File: config.mk
export PLATFORM = sky130hd
export DESIGN_NAME = heater_pid_with_sanity_check_top
export DESIGN_NICKNAME = d
export VERILOG_FILES = /design/src/sv/hpid_pkg.sv /design/src/sv/hpid_sanity.sv /design/src/sv/heater_pid_with_sanity_check_top.sv
export SDC_FILE = /design/constraint.sdc
export NUM_CORES = 2
export LEC_CHECK = 0
export ABC_CLOCK_PERIOD_IN_PS = 18430
export BUFFER_PORTS_ARGS = -buffer_cell sky130_fd_sc_hd__buf_2
export CAP_MARGIN = 20
export CORE_AREA = 2 2 408 410
export DETAILED_ROUTE_END_ITERATION = 10
export DIE_AREA = 0 0 410 412
export PLACE_DENSITY = 0.55
export SKIP_LAST_GASP = 1
export SYNTH_ARGS = -nofsm -noshare
export SYNTH_HDL_FRONTEND = slang
export SYNTH_HIERARCHICAL = 1
export SYNTH_SLANG_ARGS = --single-unit
File: constraint.sdc
create_clock -name aclk -period 18.43 [get_ports aclk]
set_input_delay 0.9215 -clock aclk [delete_from_list [all_inputs] [get_ports aclk]]
set_output_delay 0.9215 -clock aclk [all_outputs]
set_load 0.01 [all_outputs]
File: src/sv/hpid_pkg.sv
`default_nettype none

package hpid_pkg;

    // Sizing
    localparam int HEATERS       = 4;
    localparam int HIST_DEPTH    = 4;
    localparam int PTR_W         = $clog2(HIST_DEPTH);
    localparam int SCALE_LOG2    = 10;                 // loop scale 1024
    localparam int HYSTERESIS    = 2;
    localparam int MARGIN        = HYSTERESIS * 4;     // quarter degrees

    // Field widths
    localparam int HEATER_W      = 2;
    localparam int TEMP_W        = 12;
    localparam int LEVEL_W       = 8;
    localparam int GAIN_W        = 20;
    localparam int LIM_W         = 15;
    localparam int INT_W         = 16;
    localparam int ERR_W         = TEMP_W + 1;
    localparam int CNT_W         = 7;
    localparam int CFG_IDX_W     = 3;
    localparam int CFG_DATA_W    = 20;

    // Sanity tracker and output level constants
    localparam int HEAT_STALL_MAX   = 40;
    localparam int COOL_STALL_MAX   = 125;
    localparam int COOL_FOLLOW_TEMP = 240;
    localparam int PIN_ON_MIN       = 8;
    localparam int LEVEL_MAX        = 255;

    typedef enum logic [CFG_IDX_W-1:0] {
        REG_P_GAIN     = 3'd0,
        REG_I_GAIN     = 3'd1,
        REG_D_GAIN     = 3'd2,
        REG_INT_LIMIT  = 3'd3,
        REG_BANG_MODE  = 3'd4,
        REG_ON_LEVEL   = 3'd5,
        REG_OFF_LEVEL  = 3'd6,
        REG_SANITY_EN  = 3'd7
    } cfg_reg_t;

    typedef enum logic {
        OP_TICK   = 1'b0,
        OP_MANUAL = 1'b1
    } op_t;

    typedef struct packed {
        logic [TEMP_W-1:0] sane;
        logic [CNT_W-1:0]  count;
    } sanity_state_t;

endpackage

`default_nettype wire

File: src/sv/hpid_sanity.sv
`default_nettype none

// Heater sanity tracker: next tracker state and fault verdict for one tick.
module hpid_sanity (
    input  wire logic [hpid_pkg::TEMP_W-1:0] cur,
    input  wire logic [hpid_pkg::TEMP_W-1:0] tgt,
    input  wire hpid_pkg::sanity_state_t     state_in,
    output hpid_pkg::sanity_state_t          state_out,
    output logic                             fault
);

    localparam int SW = hpid_pkg::TEMP_W + 2;

    logic signed [SW-1:0]          cur_s, tgt_s, s, diff, adiff;
    logic [hpid_pkg::CNT_W-1:0]    cnt;

    assign cur_s = $signed({2'b00, cur});
    assign tgt_s = $signed({2'b00, tgt});

    always_comb begin
        s   = $signed({2'b00, state_in.sane});
        cnt = state_in.count;
        if (tgt_s > cur_s + SW'(hpid_pkg::MARGIN)) begin
            // heating: temperature must keep rising
            if (cur_s > s) begin
                s = cur_s;
            end else if (cnt < hpid_pkg::CNT_W'(hpid_pkg::HEAT_STALL_MAX)) begin
                cnt = cnt + 1'b1;
            end else begin
                cnt = '0;
                s   = s + SW'(1);
            end
            if (s > tgt_s) s = tgt_s;
        end else if (tgt_s < cur_s - SW'(hpid_pkg::MARGIN)) begin
            // cooling: temperature must keep falling
            if (cur_s < s) begin
                s = cur_s;
            end else if (cnt < hpid_pkg::CNT_W'(hpid_pkg::COOL_STALL_MAX)) begin
                cnt = cnt + 1'b1;
            end else begin
                cnt = '0;
                s   = s - SW'(1);
            end
            if (cur_s <= SW'(hpid_pkg::COOL_FOLLOW_TEMP)) s = cur_s;
            else if (s < tgt_s) s = tgt_s;
        end else begin
            s   = cur_s;
            cnt = '0;
        end
        diff  = cur_s - s;
        adiff = diff[SW-1] ? -diff : diff;
    end

    assign state_out.sane  = s[hpid_pkg::TEMP_W-1:0];
    assign state_out.count = cnt;
    assign fault           = adiff > SW'(hpid_pkg::MARGIN);

endmodule

`default_nettype wire

File: src/sv/heater_pid_with_sanity_check_top.sv
// Per-heater PID temperature loop with heater sanity tracker.
// Input items arrive on s_tvalid/s_tready/s_tdata/s_tuser; s_tuser selects a
// control tick (0) or a manual drive level set (1). Every item for a heater
// in range returns exactly one result item on m_tvalid/m_tready/m_tdata.
// Configuration is a plain write port (cfg_wr_en, cfg_index, cfg_wdata). The
// user must write it only while no item is in flight; the block does not
// enforce this. Gains are shared by all heaters. Pipeline: input register,
// state update stage (integrator, history ring, sanity tracker), multiply
// stage (three products), sum/scale/clamp stage that feeds the result
// register. One item per cycle is sustained while the receiver does not
// stall: per-heater state is read and written within the state update stage,
// so back-to-back items for the same heater see each other's updates.
// When the receiver stalls the result register holds; earlier stages keep
// filling until every stage holds an item, then s_tready drops.
// Reset (aresetn low, synchronous) restores default gains and clears all
// per-heater state and the pipeline valid flags.
`default_nettype none

module heater_pid_with_sanity_check_top (
    input  wire logic                              aclk,
    input  wire logic                              aresetn,
    // configuration write port
    input  wire logic                              cfg_wr_en,
    input  wire logic [hpid_pkg::CFG_IDX_W-1:0]    cfg_index,
    input  wire logic [hpid_pkg::CFG_DATA_W-1:0]   cfg_wdata,
    // input items
    input  wire logic                              s_tvalid,
    output logic                                   s_tready,
    // [1:0] heater_index, [13:2] measured_temp, [25:14] setpoint,
    // [33:26] manual_level, [39:34] zero
    input  wire logic [39:0]                       s_tdata,
    // [0] operation
    input  wire logic [0:0]                        s_tuser,
    // result items
    output logic                                   m_tvalid,
    input  wire logic                              m_tready,
    // [1:0] heater_out_index, [9:2] drive_level, [10] pin_on, [11] fault,
    // [12] all_heaters_off, [15:13] zero
    output logic [15:0]                            m_tdata
);

    localparam int HW   = hpid_pkg::HEATER_W;
    localparam int TW   = hpid_pkg::TEMP_W;
    localparam int LW   = hpid_pkg::LEVEL_W;
    localparam int GW   = hpid_pkg::GAIN_W;
    localparam int IW   = hpid_pkg::INT_W;
    localparam int EW   = hpid_pkg::ERR_W;
    localparam int PW   = hpid_pkg::PTR_W;
    localparam int NH   = hpid_pkg::HEATERS;
    localparam int ND   = hpid_pkg::HIST_DEPTH;
    localparam int PEW  = EW + GW + 1;          // err and d products
    localparam int PIW  = IW + GW + 1;          // integrator product
    localparam int SUMW = PIW + 2;

    typedef enum logic [1:0] {
        KIND_MANUAL,
        KIND_OFF,
        KIND_BANG,
        KIND_PID
    } kind_t;

    // ---------------- configuration ----------------
    logic [GW-1:0]                p_gain_reg, i_gain_reg, d_gain_reg;
    logic [hpid_pkg::LIM_W-1:0]   int_limit_reg;
    logic                         bang_mode_reg, sanity_en_reg;
    logic [LW-1:0]                on_level_reg, off_level_reg;

    always_ff @(posedge aclk) begin
        if (!aresetn) begin
            p_gain_reg    <= GW'(8192);
            i_gain_reg    <= GW'(512);
            d_gain_reg    <= GW'(24576);
            int_limit_reg <= hpid_pkg::LIM_W'(384);
            bang_mode_reg <= 1'b0;
            on_level_reg  <= LW'(hpid_pkg::LEVEL_MAX);
            off_level_reg <= '0;
            sanity_en_reg <= 1'b1;
        end else if (cfg_wr_en) begin
            unique case (hpid_pkg::cfg_reg_t'(cfg_index))
                hpid_pkg::REG_P_GAIN:    p_gain_reg    <= cfg_wdata[GW-1:0];
                hpid_pkg::REG_I_GAIN:    i_gain_reg    <= cfg_wdata[GW-1:0];
                hpid_pkg::REG_D_GAIN:    d_gain_reg    <= cfg_wdata[GW-1:0];
                hpid_pkg::REG_INT_LIMIT: int_limit_reg <= cfg_wdata[hpid_pkg::LIM_W-1:0];
                hpid_pkg::REG_BANG_MODE: bang_mode_reg <= cfg_wdata[0];
                hpid_pkg::REG_ON_LEVEL:  on_level_reg  <= cfg_wdata[LW-1:0];
                hpid_pkg::REG_OFF_LEVEL: off_level_reg <= cfg_wdata[LW-1:0];
                hpid_pkg::REG_SANITY_EN: sanity_en_reg <= cfg_wdata[0];
                default: ;
            endcase
        end
    end

    // ---------------- stage enables ----------------
    logic a_valid_reg, b_valid_reg, c_valid_reg, m_valid_reg;
    logic en_a, en_b, en_c, en_m;

    assign en_m     = !m_valid_reg || m_tready;
    assign en_c     = !c_valid_reg || en_m;
    assign en_b     = !b_valid_reg || en_c;
    assign en_a     = !a_valid_reg || en_b;
    assign s_tready = en_a;

    // ---------------- stage A: input register ----------------
    logic          a_op_reg;
    logic [HW-1:0] a_h_reg;
    logic [TW-1:0] a_cur_reg, a_tgt_reg;
    logic [LW-1:0] a_man_reg;

    always_ff @(posedge aclk) begin
        if (!aresetn) begin
            a_valid_reg <= 1'b0;
        end else if (en_a) begin
            a_valid_reg <= s_tvalid;
        end
        if (en_a && s_tvalid) begin
            a_op_reg  <= s_tuser[0];
            a_h_reg   <= s_tdata[1:0];
            a_cur_reg <= s_tdata[13:2];
            a_tgt_reg <= s_tdata[25:14];
            a_man_reg <= s_tdata[33:26];
        end
    end

    // ---------------- stage B: per-heater state update ----------------
    logic signed [IW-1:0]  integ_reg [NH];
    logic [TW-1:0]         hist_reg  [NH][ND];
    logic [PW-1:0]         ptr_reg   [NH];
    hpid_pkg::sanity_state_t san_reg [NH];

    logic                    a_in_range, a_go, a_tick, a_pid;
    logic signed [EW-1:0]    err, dval;
    logic signed [IW:0]      int_sum, lim_s;
    logic signed [IW-1:0]    acc;
    logic [PW-1:0]           ptr_cur, ptr_nx;
    hpid_pkg::sanity_state_t san_nx;
    logic                    san_fault;
    kind_t                   a_kind;
    logic [LW-1:0]           a_level;

    assign a_in_range = int'(a_h_reg) < NH;
    assign a_go       = a_valid_reg && en_b && a_in_range;
    assign a_tick     = (hpid_pkg::op_t'(a_op_reg) == hpid_pkg::OP_TICK) && (a_tgt_reg != '0);
    assign a_pid      = a_tick && !bang_mode_reg;

    assign err     = $signed({1'b0, a_tgt_reg}) - $signed({1'b0, a_cur_reg});
    assign int_sum = (IW+1)'(integ_reg[a_h_reg]) + (IW+1)'(err);
    assign lim_s   = $signed({2'b00, int_limit_reg});

    always_comb begin
        if (int_sum > lim_s)       acc = lim_s[IW-1:0];
        else if (int_sum < -lim_s) acc = IW'(-lim_s);
        else                       acc = int_sum[IW-1:0];
    end

    // the derivative reads the ring slot after the one just written
    assign ptr_cur = ptr_reg[a_h_reg];
    assign ptr_nx  = (ptr_cur == PW'(ND - 1)) ? '0 : ptr_cur + 1'b1;
    assign dval    = $signed({1'b0, hist_reg[a_h_reg][ptr_nx]}) - $signed({1'b0, a_cur_reg});

    hpid_sanity u_sanity (
        .cur       (a_cur_reg),
        .tgt       (a_tgt_reg),
        .state_in  (san_reg[a_h_reg]),
        .state_out (san_nx),
        .fault     (san_fault)
    );

    always_comb begin
        if (hpid_pkg::op_t'(a_op_reg) == hpid_pkg::OP_MANUAL) begin
            a_kind  = KIND_MANUAL;
            a_level = a_man_reg;
        end else if (a_tgt_reg == '0) begin
            a_kind  = KIND_OFF;
            a_level = '0;
        end else if (bang_mode_reg) begin
            a_kind  = KIND_BANG;
            a_level = (a_cur_reg >= a_tgt_reg) ? off_level_reg : on_level_reg;
        end else begin
            a_kind  = KIND_PID;
            a_level = '0;
        end
    end

    always_ff @(posedge aclk) begin
        if (!aresetn) begin
            for (int h = 0; h < NH; h++) begin
                integ_reg[h] <= '0;
                ptr_reg[h]   <= '0;
                san_reg[h]   <= '0;
                for (int k = 0; k < ND; k++) hist_reg[h][k] <= '0;
            end
        end else if (a_go) begin
            if (a_pid) begin
                integ_reg[a_h_reg]          <= acc;
                hist_reg[a_h_reg][ptr_cur]  <= a_cur_reg;
                ptr_reg[a_h_reg]            <= ptr_nx;
            end
            if (a_tick && sanity_en_reg) san_reg[a_h_reg] <= san_nx;
        end
    end

    kind_t                b_kind_reg;
    logic [HW-1:0]        b_h_reg;
    logic [LW-1:0]        b_level_reg;
    logic                 b_fault_reg;
    logic signed [EW-1:0] b_err_reg, b_d_reg;
    logic signed [IW-1:0] b_acc_reg;

    always_ff @(posedge aclk) begin
        if (!aresetn) begin
            b_valid_reg <= 1'b0;
        end else if (en_b) begin
            b_valid_reg <= a_valid_reg && a_in_range;
        end
        if (a_go) begin
            b_kind_reg  <= a_kind;
            b_h_reg     <= a_h_reg;
            b_level_reg <= a_level;
            b_fault_reg <= a_tick && sanity_en_reg && san_fault;
            b_err_reg   <= err;
            b_d_reg     <= dval;
            b_acc_reg   <= acc;
        end
    end

    // ---------------- stage C: products ----------------
    kind_t                 c_kind_reg;
    logic [HW-1:0]         c_h_reg;
    logic [LW-1:0]         c_level_reg;
    logic                  c_fault_reg;
    logic signed [PEW-1:0] c_pp_reg, c_dp_reg;
    logic signed [PIW-1:0] c_ip_reg;

    always_ff @(posedge aclk) begin
        if (!aresetn) begin
            c_valid_reg <= 1'b0;
        end else if (en_c) begin
            c_valid_reg <= b_valid_reg;
        end
        if (en_c && b_valid_reg) begin
            c_kind_reg  <= b_kind_reg;
            c_h_reg     <= b_h_reg;
            c_level_reg <= b_level_reg;
            c_fault_reg <= b_fault_reg;
            c_pp_reg    <= b_err_reg * $signed({1'b0, p_gain_reg});
            c_ip_reg    <= b_acc_reg * $signed({1'b0, i_gain_reg});
            c_dp_reg    <= b_d_reg   * $signed({1'b0, d_gain_reg});
        end
    end

    // ---------------- stage D: sum, scale, clamp, result register ----------------
    logic signed [SUMW-1:0] sum, biased, q;
    logic [LW-1:0]          pid_level, lvl;
    logic [LW-1:0]          last_reg  [NH];
    logic [LW-1:0]          last_next [NH];
    logic                   all_off;
    logic                   c_go;

    assign c_go = c_valid_reg && en_m;

    // divide by the loop scale, truncating toward zero
    assign sum    = SUMW'(c_pp_reg) + SUMW'(c_ip_reg) + SUMW'(c_dp_reg);
    assign biased = sum[SUMW-1] ? sum + SUMW'((1 << hpid_pkg::SCALE_LOG2) - 1) : sum;
    assign q      = biased >>> hpid_pkg::SCALE_LOG2;

    always_comb begin
        if (q > SUMW'(hpid_pkg::LEVEL_MAX)) pid_level = LW'(hpid_pkg::LEVEL_MAX);
        else if (q < 0)                     pid_level = '0;
        else                                pid_level = q[LW-1:0];
    end

    always_comb begin
        if (c_fault_reg)                lvl = '0;  // tracker forces shutdown
        else if (c_kind_reg == KIND_PID) lvl = pid_level;
        else                            lvl = c_level_reg;
    end

    always_comb begin
        for (int h = 0; h < NH; h++) last_next[h] = last_reg[h];
        last_next[c_h_reg] = lvl;
        all_off = 1'b1;
        for (int h = 0; h < NH; h++) if (last_next[h] != '0) all_off = 1'b0;
    end

    logic [HW-1:0] m_h_reg;
    logic [LW-1:0] m_level_reg;
    logic          m_pin_reg, m_fault_reg, m_alloff_reg;

    always_ff @(posedge aclk) begin
        if (!aresetn) begin
            m_valid_reg <= 1'b0;
            for (int h = 0; h < NH; h++) last_reg[h] <= '0;
        end else begin
            if (en_m) m_valid_reg <= c_valid_reg;
            if (c_go) begin
                for (int h = 0; h < NH; h++) last_reg[h] <= last_next[h];
            end
        end
        if (c_go) begin
            m_h_reg      <= c_h_reg;
            m_level_reg  <= lvl;
            m_pin_reg    <= lvl >= LW'(hpid_pkg::PIN_ON_MIN);
            m_fault_reg  <= c_fault_reg;
            m_alloff_reg <= all_off;
        end
    end

    assign m_tvalid = m_valid_reg;
    assign m_tdata  = {3'b000, m_alloff_reg, m_fault_reg, m_pin_reg, m_level_reg, m_h_reg};

    // ---------------- assertions ----------------
    a_fault_zero: assert property (@(posedge aclk) disable iff (!aresetn)
        m_valid_reg && m_fault_reg |-> m_level_reg == '0)
        else $error("fault result with nonzero level");

    a_pin_on: assert property (@(posedge aclk) disable iff (!aresetn)
        m_valid_reg |-> m_pin_reg == (m_level_reg >= LW'(hpid_pkg::PIN_ON_MIN)))
        else $error("pin_on disagrees with level");

    a_all_off: assert property (@(posedge aclk) disable iff (!aresetn)
        m_valid_reg && m_level_reg != '0 |-> !m_alloff_reg)
        else $error("all_heaters_off with a heater driven");

    a_state_hold: assert property (@(posedge aclk) disable iff (!aresetn)
        !a_valid_reg |=> $stable(integ_reg[0]) && $stable(ptr_reg[0]))
        else $error("heater state changed without an item");

endmodule

`default_nettype wire
==> results.txt <==
The die outline area came out at 169000 um2. The worst hold-check slack came out at ~380 ps. The kind of cell with the highest combined delay along the critical path is compound AO/OA/AOI/OAI gates. The minimum setup slack among reg-to-reg paths is about 7800 ps. The min-delay analysis places its worst path in the category input pin to flop. The depth of the worst hold-timing path is 1. Setup repair after global routing left no endpoint under its margin. Counting every instance in the synthesized netlist gives 6560. The average vias per placed instance came out at 5.32. The fraction of registers with async set or reset after synthesis is 0%. The sequential share of power is 26.7%. The synthesized area divided by synthesized cell count came out at roughly 10 um2.

The most common cell type on the critical path is ha_1. The leakage power figure came out at 31.1 nW. The post-CTS clock slew at the launch and capture registers of the worst setup and hold paths came out at 60 ps. At the worst endpoint, the required time is 18890 ps. Entering global routing, the biggest net connects 84 pins. met2 is the most crowded layer.

From synthesis to final layout, the design area changed by 8.24%. The number of different library cells used by synthesis comes to about 100. The maximum ir drop on the vdd rail came out at 0.000111 V.

The final number of hold-violating endpoints came out at 0. For this run the aggregate overflow at the end of global routing stands at 0. The proportion of layout cells with a drive suffix above 1 came out at 7.49%.

The worst-case clock skew came out at 54.9 ps. The headroom to the max-slew limit came out at between 20% and 30%. The number of global-route vias before repair came out at roughly 48000. The startpoint identified for the worst hold timing path is s_tdata[25]. The number of synthesized flops with an enable pin came out at about 590.

The detailed router's first-iteration violation count is 3029. In this run the number of cells on the critical path is 37. Per report_power, the combinational group accounts for 51.2% of the total.

The net switching share of the total power is 42.5%. The first global-routing pass estimated ~280000 um of wire. The reported net switching power came out at 3.24 mW. The sum of net half-perimeters after detailed placement is 137000 um. Summed over all failing endpoints, the final setup total negative slack is 0 ps.

The final layout contains routed wiring with a total length of 180000 um. After synthesis the netlist holds a flip-flop and latch count of 692. The final critical-path share of the clock period is 57.9%.

In the final routed layout, each cell accounts on average for 20.6 um. The met1 track utilization from global routing is 28.8%. The routed layout has between 40000 and 50000 vias. The worst setup path is launched from a flop. The setup-violating endpoint count in the final report came out at 0. The biggest fanout along the worst timing path is 35. The critical path's largest stage delay is 720 ps. The count of cells along the worst register-to-register path is 37.

For this run, the share of the core covered by cells in the final layout is 43.1%. The worst setup path is captured at a flop. For the worst setup path, the data arrival time is 11140 ps.

For met3 alone, demand over resource in global routing was 2.49%. The clock reaches the later pin of the worst-skew pair after 710 ps. Power spread over the standard cell area amounts to 108 nW/um2.

The slowest stage of the critical path is the mux4_2 cell. The total placed instance area is 68000 um2. The area of the mapped netlist is ~65000 um2. At the end of the flow, the number of nets in the layout was between 7000 and 8000. The worst path setup slack after routing came out at around 7800 ps. Once detail routing completed, the nets flagged for antenna violations numbered 0.

The overall die height is 412 um. The slew at the pin closest to its max-slew limit is ~1000 ps. The total iterations of the first detailed-routing run is 6. The post-CTS setup buffer count is 0. Buffers inserted to repair hold after CTS numbered 0. Global routing used 36.3% of the available met2 tracks. The sequential fraction of the synthesis area is 30.3%. The number of buffers and inverters on the critical path is 4. The flip-flop cell with the highest count after synthesis is edfxtp_1. The remaining design rule violation count is 0. The internal power is about 4.4 mW. The starting utilization of the core area is between 30% and 40%. The critical path start-end classification is flop to flop. The die width came out at between 400 and 500 um. The number of synthesis warnings came out at 6. The sink count of the clock tree is approximately 690. The endpoint identified for the worst register-to-register timing path is b_fault_reg$_DFFE_PP_. TritonCTS built the clock tree. The count of maximum capacitance violations is 0. The final-report max-slew violation count came to 0. Per report_power, the clock group accounts for 22.2% of the total. The register with the most flip-flops in the layout has ~190 of them.

In this run the clock root is driven by a clkbuf_16. The finished layout cell area is 70800 um2. The endpoint of the worst hold-timing path is a_tgt_reg[11]$_DFFE_PP_. The maximum number of buffers from clock root to sink came out at 3.

The level count of the clock H-tree came out at 3. The total clock buffers created by CTS is 82. At the placement stage, the worst setup path has a slack of 7820 ps. After clock tree synthesis, the repair step resized 0 gates. The placer congestion estimate is between 0.8 and 0.9. The number of I/O port buffers came out at 77.

The highest clock rate is between 90 and 100 MHz. The time the final worst path needs with I/O delays and setup is 10680 ps. 87 I/O pins were placed. The initial antenna violation count came to 10.

The region available for standard cell placement spans 164000 um2. The flow ran to the end, and the final reports show no timing, DRC or antenna violations. The all-layer global routing usage came out at 21.5%.

The cell row count came out at approximately 150.
-- cell usage in the layout (no fill, tap or decap), types with 15 or more instances in the layout --
cell	instances
inv_1	886
mux2_2	17
nand2_1	887
nor3_1	82
nand2b_1	87
a21o_1	61
o21a_1	37
fa_1	688
ha_1	538
nor4_1	22
o21ai_0	113
a211oi_1	25
a21oi_1	273
xor2_1	48
buf_4	88
clkbuf_16	82
nand4_1	35
nor2_1	504
nand3_1	96
o211ai_1	22
edfxtp_1	593
o41ai_1	15
or2_2	18
dfxtp_1	97
or3_1	24
and2_1	320
a31oi_1	27
buf_2	77
nor2b_1	42
clkbuf_1	20
o21bai_1	37
xnor2_1	149
mux2i_1	56
o31ai_1	18
mux4_2	97
and3_1	91
-- worst max path at each step --
stage,end
final,b_fault_reg$_DFFE_PP_
after global routing,b_fault_reg$_DFFE_PP_
after CTS,b_fault_reg$_DFFE_PP_
after detailed placement,b_fault_reg$_DFFE_PP_
after global placement,b_fault_reg$_DFFE_PP_
after floorplan,b_fault_reg$_DFFE_PP_
-- area by class of cell --
type	instances	area (um2)
sequential	692	19800
fill	15772	93500
multi-input combinational	4644	41000
antenna	6	15.0
inverter	889	3340
clock inverter	45	598
timing repair buffer	167	1080
tap	2189	2740
clock buffer	106	2180
-- cells by family (layout without fill, tap and decap cells) --
logic type,after synthesis,after routing,synth area share [%]
XOR/XNOR,197,197,2.64
other,1,9,0.00573
flip-flops,692,692,30.3
buffers and inverters,1226,1207,7.13
adder cells (fa/ha/maj),1226,1226,31.4
AND/OR/NAND/NOR,2269,2269,16.3
multiplexers,171,171,4.51
AO/OA/AOI/OAI,778,778,7.84
-- cells in the mapped netlist (11+ instances only) --
library cell	number	share of area (%)
inv_1	888	5.1
nand2_1	887	5.1
fa_1	688	21
edfxtp_1	593	27
ha_1	538	10
nor2_1	507	2.9
and2_1	320	3.1
clkbuf_1	302	1.7
a21oi_1	274	2.1
xnor2_1	149	2.0
o21ai_0	117	0.90
dfxtp_1	99	3.0
mux4_2	97	3.3
nand3_1	96	0.73
and3_1	91	0.87
nand2b_1	87	0.83
nor3_1	83	0.64
a21o_1	61	0.70
mux2i_1	56	0.86
xor2_1	48	0.64
nor2b_1	43	0.41
o21a_1	37	0.42
o21bai_1	37	0.42
nand4_1	35	0.33
a31oi_1	28	0.27
a211oi_1	25	0.29
or3_1	24	0.23
nor4_1	22	0.21
o211ai_1	22	0.25
o31ai_1	19	0.22
or2_2	18	0.17
mux2_2	17	0.29
o41ai_1	15	0.20
buf_1	14	0.080
o22ai_1	13	0.12
buf_2	11	0.084
nand3b_1	11	0.13
-- power groups by stage --
stage          Combinational [mW]  Sequential, mW  Clock [mW]
6_report                     3.90            2.03        1.69
5_1_grt                      4.37            2.05        1.79
4_1_cts                      3.94            2.04        1.73
3_5_place_dp                 3.91            2.07           0
3_3_place_gp                 3.88            2.06           0
2_1_floorplan                2.89            1.96           0
-- through the flow --
stage,cells,power (mW)
final,8738,7.63
after detailed placement,8580,5.98
after global placement,8579,5.94
after floorplan,6562,4.85
after global routing,8732,8.21
after CTS,8731,7.71
-- metal layers --
| layer | part of all wire [%] | wire length [um] | vias up |
|---|---|---|---|
| met5 | 0.0044 | 8 | - |
| met4 | 3.4 | 6190 | 2 |
| met3 | 4.8 | 8620 | 268 |
| met2 | 48 | 86400 | 1139 |
| met1 | 44 | 78800 | 23496 |
| li1 | - | - | 21575 |
Note: power is estimated with default switching activity, not from simulation.
